==> config.mk <==
export PLATFORM = sky130hd
export DESIGN_NAME = up_down_counter_with_pause_flat
export DESIGN_NICKNAME = d
export VERILOG_FILES = /design/src/rtl/core/udc_pkg.sv /design/src/rtl/core/udc_in_if.sv /design/src/rtl/core/udc_out_if.sv /design/src/rtl/core/udc_step.sv /design/src/rtl/core/up_down_counter_with_pause.sv /design/src/flat_wrapper.sv
export SDC_FILE = /design/constraint.sdc
export NUM_CORES = 1
export LEC_CHECK = 0
export ABC_AREA = 1
export BUFFER_PORTS_ARGS = -buffer_cell sky130_fd_sc_hd__buf_2
export CORE_MARGIN = 8
export CORE_UTILIZATION = 50
export CTS_CLUSTER_DIAMETER = 60
export CTS_CLUSTER_SIZE = 14
export DETAILED_ROUTE_END_ITERATION = 10
export PLACE_DENSITY = 0.69
export SLEW_MARGIN = 20
export SYNTH_ARGS = -nofsm -noshare
export SYNTH_HDL_FRONTEND = slang
export SYNTH_SLANG_ARGS = --single-unit
==> constraint.sdc <==
create_clock -name clk -period 7.95 [get_ports clk]
set_input_delay 0.795 -clock clk [delete_from_list [all_inputs] [get_ports clk]]
set_output_delay 0.795 -clock clk [all_outputs]
set_load 0.05 [all_outputs]
==> src/rtl/core/udc_pkg.sv <==
`default_nettype none

package udc_pkg;

  localparam int unsigned NumButtons = 4;
  localparam int unsigned CountW     = 16;
  localparam int unsigned TimeW      = 32;
  localparam int unsigned CfgW       = 16;

  localparam logic [CountW-1:0] CountLimitReset = 16'd9999;
  localparam logic [CfgW-1:0]   IntervalReset   = 16'd600;

  typedef enum logic [1:0] {
    MODE_PAUSED = 2'd0,
    MODE_UP     = 2'd1,
    MODE_DOWN   = 2'd2
  } mode_t;

  typedef enum logic [2:0] {
    CMD_NONE  = 3'd0,
    CMD_UP    = 3'd1,
    CMD_DOWN  = 3'd2,
    CMD_PAUSE = 3'd3,
    CMD_RESET = 3'd4
  } cmd_t;

  // Configuration register indexes.
  typedef enum logic [0:0] {
    REG_COUNT_LIMIT = 1'b0,
    REG_INTERVAL    = 1'b1
  } reg_idx_t;

  typedef struct packed {
    logic [NumButtons-1:0] prior_levels;
    mode_t                 run_mode;
    mode_t                 resume_direction;
    logic [CountW-1:0]     count_value;
    logic [TimeW-1:0]      last_step_ms;
  } state_t;

  typedef struct packed {
    logic [CountW-1:0] count_out;
    logic [1:0]        mode_out;
    logic [2:0]        command_out;
    logic              count_changed;
  } result_t;

endpackage

`default_nettype wire

==> src/rtl/core/udc_in_if.sv <==
`default_nettype none

interface udc_in_if;
  logic        valid;
  logic        ready;
  logic [3:0]  button_levels;
  logic [31:0] now_ms;

  modport source (output valid, output button_levels, output now_ms, input ready);
  modport sink (input valid, input button_levels, input now_ms, output ready);
endinterface

`default_nettype wire

==> src/rtl/core/udc_out_if.sv <==
`default_nettype none

interface udc_out_if;
  logic        valid;
  logic        ready;
  logic [15:0] count_out;
  logic [1:0]  mode_out;
  logic [2:0]  command_out;
  logic        count_changed;

  modport source (output valid, output count_out, output mode_out, output command_out,
                  output count_changed, input ready);
  modport sink (input valid, input count_out, input mode_out, input command_out,
                input count_changed, output ready);
endinterface

`default_nettype wire

==> src/rtl/core/udc_step.sv <==
`default_nettype none

module udc_step (
  input  udc_pkg::state_t                   state,
  input  logic [udc_pkg::NumButtons-1:0]    levels,
  input  logic [udc_pkg::TimeW-1:0]         now,
  input  logic [udc_pkg::CountW-1:0]        count_limit,
  input  logic [udc_pkg::CfgW-1:0]          interval_ms,
  output udc_pkg::state_t                   state_next,
  output udc_pkg::result_t                  result
);
  import udc_pkg::*;

  logic [NumButtons-1:0] edges;
  cmd_t                  cmd;
  mode_t                 mode_cmd;
  mode_t                 resume_cmd;
  logic [CountW-1:0]     count_cmd;
  logic                  cleared;
  logic [TimeW-1:0]      elapsed;
  logic                  due;
  logic                  step_up;
  logic                  step_down;
  logic [CountW-1:0]     count_new;

  // A falling edge is a released level followed by a pressed one.
  assign edges = state.prior_levels & ~levels;

  always_comb begin
    if (edges[3]) begin
      cmd = CMD_RESET;
    end else if (edges[2]) begin
      cmd = CMD_PAUSE;
    end else if (edges[1]) begin
      cmd = CMD_DOWN;
    end else if (edges[0]) begin
      cmd = CMD_UP;
    end else begin
      cmd = CMD_NONE;
    end
  end

  always_comb begin
    mode_cmd   = state.run_mode;
    resume_cmd = state.resume_direction;
    count_cmd  = state.count_value;
    cleared    = 1'b0;
    case (cmd)
      CMD_UP: begin
        mode_cmd   = MODE_UP;
        resume_cmd = MODE_UP;
      end
      CMD_DOWN: begin
        mode_cmd   = MODE_DOWN;
        resume_cmd = MODE_DOWN;
      end
      CMD_PAUSE: begin
        mode_cmd = (state.run_mode == MODE_PAUSED) ? state.resume_direction : MODE_PAUSED;
      end
      CMD_RESET: begin
        count_cmd = '0;
        cleared   = 1'b1;
      end
      default: begin
      end
    endcase
  end

  // Wrapping time difference against the last step time.
  assign elapsed   = now - state.last_step_ms;
  assign due       = (elapsed >= {{(TimeW-CfgW){1'b0}}, interval_ms});
  assign step_up   = due && (mode_cmd == MODE_UP) && (count_cmd < count_limit);
  assign step_down = due && (mode_cmd == MODE_DOWN) && (count_cmd != '0);

  always_comb begin
    if (step_up) begin
      count_new = count_cmd + 1'b1;
    end else if (step_down) begin
      count_new = count_cmd - 1'b1;
    end else begin
      count_new = count_cmd;
    end
  end

  always_comb begin
    state_next.prior_levels     = levels;
    state_next.run_mode         = mode_cmd;
    state_next.resume_direction = resume_cmd;
    state_next.count_value      = count_new;
    state_next.last_step_ms     = due ? now : state.last_step_ms;
  end

  assign result.count_out     = count_new;
  assign result.mode_out      = mode_cmd;
  assign result.command_out   = cmd;
  assign result.count_changed = cleared | step_up | step_down;

endmodule

`default_nettype wire

==> src/rtl/core/up_down_counter_with_pause.sv <==
// Channel   Direction  Payload
// cfg_*     in         cfg_index selects count_limit or interval_ms, cfg_data is the value
// sample    in         button_levels, now_ms
// result    out        count_out, mode_out, command_out, count_changed
//
// One request is taken per cycle while the output register is free; its result appears
// in the output register on the next cycle. The state update and the 32-bit elapsed-time
// compare are combinational. A request is taken whenever the output register is empty or
// is being emptied, so a stalled result holds back only the next request. Reset is
// synchronous and restores the registers, the state and an empty output register.
`default_nettype none

module up_down_counter_with_pause (
  input  logic                        clk,
  input  logic                        rst,
  input  logic                        cfg_we,
  input  logic [0:0]                  cfg_index,
  input  logic [udc_pkg::CfgW-1:0]    cfg_data,
  udc_in_if.sink                      sample,
  udc_out_if.source                   result
);
  import udc_pkg::*;

  logic [CountW-1:0] count_limit;
  logic [CfgW-1:0]   interval_ms;
  state_t            state;
  state_t            state_next;
  result_t           res_next;
  result_t           res;
  logic              res_valid;
  logic              take;

  always_ff @(posedge clk) begin
    if (rst) begin
      count_limit <= CountLimitReset;
      interval_ms <= IntervalReset;
    end else if (cfg_we) begin
      case (cfg_index)
        REG_COUNT_LIMIT: count_limit <= cfg_data;
        REG_INTERVAL:    interval_ms <= cfg_data;
        default: begin
        end
      endcase
    end
  end

  udc_step u_step (
    .state       (state),
    .levels      (sample.button_levels),
    .now         (sample.now_ms),
    .count_limit (count_limit),
    .interval_ms (interval_ms),
    .state_next  (state_next),
    .result      (res_next)
  );

  assign sample.ready = !res_valid || result.ready;
  assign take         = sample.valid && sample.ready;

  always_ff @(posedge clk) begin
    if (rst) begin
      state.prior_levels     <= '1;
      state.run_mode         <= MODE_PAUSED;
      state.resume_direction <= MODE_UP;
      state.count_value      <= '0;
      state.last_step_ms     <= '0;
      res_valid              <= 1'b0;
    end else begin
      if (take) begin
        state <= state_next;
      end
      if (take) begin
        res_valid <= 1'b1;
      end else if (result.ready) begin
        res_valid <= 1'b0;
      end
    end
  end

  always_ff @(posedge clk) begin
    if (take) begin
      res <= res_next;
    end
  end

  assign result.valid         = res_valid;
  assign result.count_out     = res.count_out;
  assign result.mode_out      = res.mode_out;
  assign result.command_out   = res.command_out;
  assign result.count_changed = res.count_changed;

endmodule

`default_nettype wire

==> src/flat_wrapper.sv <==
// flat-port wrapper written by rule: the top's interface ports become plain ports
module up_down_counter_with_pause_flat import udc_pkg::*;
  (clk, rst, cfg_we, cfg_index, cfg_data, sample_valid, sample_button_levels, sample_now_ms, sample_ready, result_valid, result_count_out, result_mode_out, result_command_out, result_count_changed, result_ready);
  udc_in_if sample_i ();
  udc_out_if result_i ();
  input  logic clk;
  input  logic rst;
  input  logic cfg_we;
  input  logic [0:0] cfg_index;
  input  logic [udc_pkg::CfgW-1:0] cfg_data;
  input wire logic [$bits(sample_i.valid)-1:0] sample_valid;
  input wire logic [$bits(sample_i.button_levels)-1:0] sample_button_levels;
  input wire logic [$bits(sample_i.now_ms)-1:0] sample_now_ms;
  output wire logic [$bits(sample_i.ready)-1:0] sample_ready;
  output wire logic [$bits(result_i.valid)-1:0] result_valid;
  output wire logic [$bits(result_i.count_out)-1:0] result_count_out;
  output wire logic [$bits(result_i.mode_out)-1:0] result_mode_out;
  output wire logic [$bits(result_i.command_out)-1:0] result_command_out;
  output wire logic [$bits(result_i.count_changed)-1:0] result_count_changed;
  input wire logic [$bits(result_i.ready)-1:0] result_ready;
  assign sample_i.valid = sample_valid;
  assign sample_i.button_levels = sample_button_levels;
  assign sample_i.now_ms = sample_now_ms;
  assign sample_ready = sample_i.ready;
  assign result_valid = result_i.valid;
  assign result_count_out = result_i.count_out;
  assign result_mode_out = result_i.mode_out;
  assign result_command_out = result_i.command_out;
  assign result_count_changed = result_i.count_changed;
  assign result_i.ready = result_ready;
  up_down_counter_with_pause u_core (.clk(clk), .rst(rst), .cfg_we(cfg_we), .cfg_index(cfg_index), .cfg_data(cfg_data), .sample(sample_i), .result(result_i));
endmodule
==> run summary <==
Top-area cell type share of the netlist area = 0.2113
Max Clock Freq = 0.2343 GHz
Net count after synthesis = 1426
Number of antenna violations at the first check in global routing = 0
GR Util All Layers = 0.1976
Die Footprint = 0.02127 mm²
Hold-fix buffers, CTS = 0
Sum of negative setup slack = 0 ns
WL final = 20.80 mm
Initial drt markers = 504
Share of layout cells above drive strength 1 = 0.1165
Average cell area after synthesis = 6.475 µm²
Crit end category = register
Number of nets at the end of the flow = 1492
N_diodes = 0
Placer Congestion = 0.9721
Max-slew headroom at the worst pin = 0.4439
Detailed-route DRC error count = 0
Wire length of the first global-routing pass = 35.12 mm
Final-layout fill cell count = 1707
Clock skew after layout = 0.01189 ns
Number of instances resized during post-cts repair = 0
Highest ir drop seen on vdd = 0.0001154 V
Clock latency of the later-clocked register in the worst-skew pair = 0.37 ns
Storage cell area = 0.002442 mm²
Buffer levels on the longest clock path = 2
Slowest library cell on the worst path = sky130_fd_sc_hd__nand2_4
Count of buffering cells on the critical path with inverters included = 4
Yosys warning total = 0
Total congestion overflow after global routing = 0
Std-Cell Rows = 47
Cell Area, Synth = 0.008431 mm²
Crit path arrival time = 4.53 ns
HP Class = reg2reg
Synthesis-stage register bit count = 111
Post-CTS setup buffers = 0
Status = completed
IO Pins = 82
Vias in the first global route = 7612
Maximum fanout count along the critical path = 62
Overall via count from detail_route = 7971
DP HPWL = 16.47 mm
Most used cell, CP = sky130_fd_sc_hd__nand2_1
Final hold violations = 0
Number of clock sinks = 111
Width of the die = 145.9 µm
Number of max-capacitance violations reported = 0
Per-cell via count in the routed design = 5.004
Setup repair after global routing missed its margin = false
Max-slew violations = 0
Die height = 145.9 µm
Detailed-routing iteration count for the pre-antenna-repair pass = 5
Clock tree from TritonCTS = built
Max H-tree Level = 3
Post-detailed-route wirelength per cell = 13.05 µm
Final cell utilization of the core = 0.5613
Critical path class = in2reg
Number of nets still failing antenna checks after routing = 0
Portion of the clock cycle consumed by the worst path in the final layout = 0.5368
Combined area of the multi-input logic cells = 0.004878 mm²
Final setup fails = 0
Top delay family on crit path = simple AND/OR/NAND/NOR gates
Area added between synthesis and finish = 10.02%
Data required time at the worst endpoint = 8.21 ns
Part of the Yosys area used for sequential elements = 0.2897
Post-layout min period = 4.268 ns
Placeable core region = 0.01652 mm²
Cell at the root of the clock tree = sky130_fd_sc_hd__clkbuf_16
Largest area contributor in the netlist = sky130_fd_sc_hd__dfxtp_1
Total clock buffers created by CTS = 9
Worst-margin pin slew = 0.8341 ns
Top area cells in the synthesized netlist = sky130_fd_sc_hd__dfxtp_1 21%, sky130_fd_sc_hd__nand2_1 17%, sky130_fd_sc_hd__inv_1 10%
Post-synthesis instance total = 1302
Cell area power density = 186.4 mW/mm²
Pleak = 4.877 nW
Total power draw = 0.001729 W
IO Port Bufs = 81
Starting utilization of the core area = 0.5102
Critical Path Max Stage Delay = 0.53 ns
Number of distinct library cell variants in the gate-level netlist after synthesis = 42
Launching element type of the critical path = primary input
Clock transition at path regs = 0.08 ns
Pin count of the biggest net entering global routing = 66
## through the flow
stage                     instances  worst slack, ns  hold slack, ns  instance area (µm²)
after detailed placement       1577            3.300          0.4507                 8970
final                          1593            3.682          0.4584                 9275
after global placement         1577            3.461          0.4447                 8970
after global routing           1593            3.131          0.4686                 9275
after floorplan                1302            4.213          0.4292                 8431
after CTS                      1593            3.683          0.4624                 9275
## area by class of cell
class                   instances  area share
repair buffers                 86     0.04775
clock buffers                  11     0.02738
clock inverters                 5    0.005531
multi-input cells             912      0.5260
flip-flops and latches        111      0.2633
inverters                     248      0.1004
well taps                     220     0.02968
## power by group
part	total, W	internal (W)	switching, W
clock	0.000467	0.000241	0.000226
sequential	0.000640	0.000627	0.0000133
combinational	0.000621	0.000203	0.000418
total	0.00173	0.00107	0.000658
## layout by cell type (no fill, tap or decap), types with 3 or more instances in the layout
master	instances
sky130_fd_sc_hd__nand4_1	12
sky130_fd_sc_hd__buf_4	5
sky130_fd_sc_hd__nor2_2	15
sky130_fd_sc_hd__buf_2	81
sky130_fd_sc_hd__inv_1	232
sky130_fd_sc_hd__ha_1	65
sky130_fd_sc_hd__clkinv_1	3
sky130_fd_sc_hd__nor3_2	3
sky130_fd_sc_hd__inv_2	13
sky130_fd_sc_hd__o21ai_1	6
sky130_fd_sc_hd__edfxtp_1	22
sky130_fd_sc_hd__xor2_1	38
sky130_fd_sc_hd__nand3_2	3
sky130_fd_sc_hd__a21oi_1	100
sky130_fd_sc_hd__dfxtp_1	89
sky130_fd_sc_hd__nand3b_1	6
sky130_fd_sc_hd__nor3_1	15
sky130_fd_sc_hd__clkbuf_16	10
sky130_fd_sc_hd__nand2_1	381
sky130_fd_sc_hd__nor2_1	82
sky130_fd_sc_hd__o21a_1	5
sky130_fd_sc_hd__o21ai_0	53
sky130_fd_sc_hd__o211ai_1	17
sky130_fd_sc_hd__nand3_1	75
sky130_fd_sc_hd__inv_8	3
sky130_fd_sc_hd__nand2_2	16
## cells by family (layout without fill, tap and decap cells)
| group | after synthesis | count (layout) | synth area share |
|---|---|---|---|
| simple gates | 614 | 614 | 0.3112 |
| buf+inv | 279 | 350 | 0.1316 |
| compound gates | 193 | 193 | 0.1281 |
| flops | 111 | 111 | 0.2897 |
| fa+ha+maj | 66 | 66 | 0.09884 |
| xor+xnor | 39 | 39 | 0.04052 |
## worst min-delay path, delay by kind of cell (launching register included)
family / cells / cell delay, ns
buffers and inverters: 1 / 0.06
flip-flops: 1 / 0.30
AO/OA/AOI/OAI: 1 / 0.06
## metal layers
metal | up-vias | track usage | wire [µm]
met5 | - | 0 | 0
met1 | 3506 | 0.2263 | 9083
met4 | 0 | 0.08017 | 573
li1 | 4238 | - | -
met2 | 182 | 0.3563 | 10310
met3 | 45 | 0.03389 | 830
## synth_stat cells
master / number
sky130_fd_sc_hd__a21oi_1: 100
sky130_fd_sc_hd__a32oi_1: 1
sky130_fd_sc_hd__o21a_1: 5
sky130_fd_sc_hd__fa_1: 1
sky130_fd_sc_hd__xnor2_1: 1
sky130_fd_sc_hd__dfxtp_1: 89
sky130_fd_sc_hd__o221a_2: 1
sky130_fd_sc_hd__nor2_1: 82
sky130_fd_sc_hd__nor3_2: 3
sky130_fd_sc_hd__inv_2: 13
sky130_fd_sc_hd__edfxtp_1: 22
sky130_fd_sc_hd__clkbuf_1: 13
sky130_fd_sc_hd__nand2_1: 381
sky130_fd_sc_hd__o21ai_1: 6
sky130_fd_sc_hd__o21ai_0: 53
sky130_fd_sc_hd__inv_1: 233
sky130_fd_sc_hd__nand2_2: 16
sky130_fd_sc_hd__nand2_4: 2
sky130_fd_sc_hd__a31oi_1: 2
sky130_fd_sc_hd__buf_4: 2
sky130_fd_sc_hd__o211ai_1: 17
sky130_fd_sc_hd__nand3_1: 75
sky130_fd_sc_hd__ha_1: 65
sky130_fd_sc_hd__buf_2: 8
sky130_fd_sc_hd__nor3_1: 15
sky130_fd_sc_hd__a311oi_4: 1
sky130_fd_sc_hd__nand3b_1: 6
sky130_fd_sc_hd__clkinv_1: 2
sky130_fd_sc_hd__buf_6: 6
sky130_fd_sc_hd__a211oi_1: 2
sky130_fd_sc_hd__or2_2: 1
sky130_fd_sc_hd__nand2_8: 1
sky130_fd_sc_hd__nor4_1: 1
sky130_fd_sc_hd__xor2_1: 38
sky130_fd_sc_hd__a21oi_2: 2
sky130_fd_sc_hd__nand4_1: 12
sky130_fd_sc_hd__nor2_2: 15
sky130_fd_sc_hd__nand3_2: 3
sky130_fd_sc_hd__o211ai_2: 1
sky130_fd_sc_hd__o21bai_1: 2
sky130_fd_sc_hd__and3_1: 1
sky130_fd_sc_hd__buf_1: 2
## registers in the layout, summed over array words and instances (netlist names)
signal / flops
u_core.result.command_out: 3
u_core.interval_ms: 16
u_core.result.mode_out: 2
u_core.result.count_changed: 1
u_core.count_limit: 16
u_core.result.valid: 1
u_core.result.count_out: 16
u_core.state: 56
## path summary, 6_finish.rpt
kind	start	to	slack, ns	depth (start not counted)
hold reg to reg	u_core.state[19]	u_core.state[19]	0.46	2
setup / recovery	sample_now_ms[0]	u_core.state[0]	3.68	25
setup reg to reg	u_core.state[8]	u_core.state[0]	3.88	24
hold / removal	u_core.state[19]	u_core.state[19]	0.46	2
(Power assumes the default switching activity.)
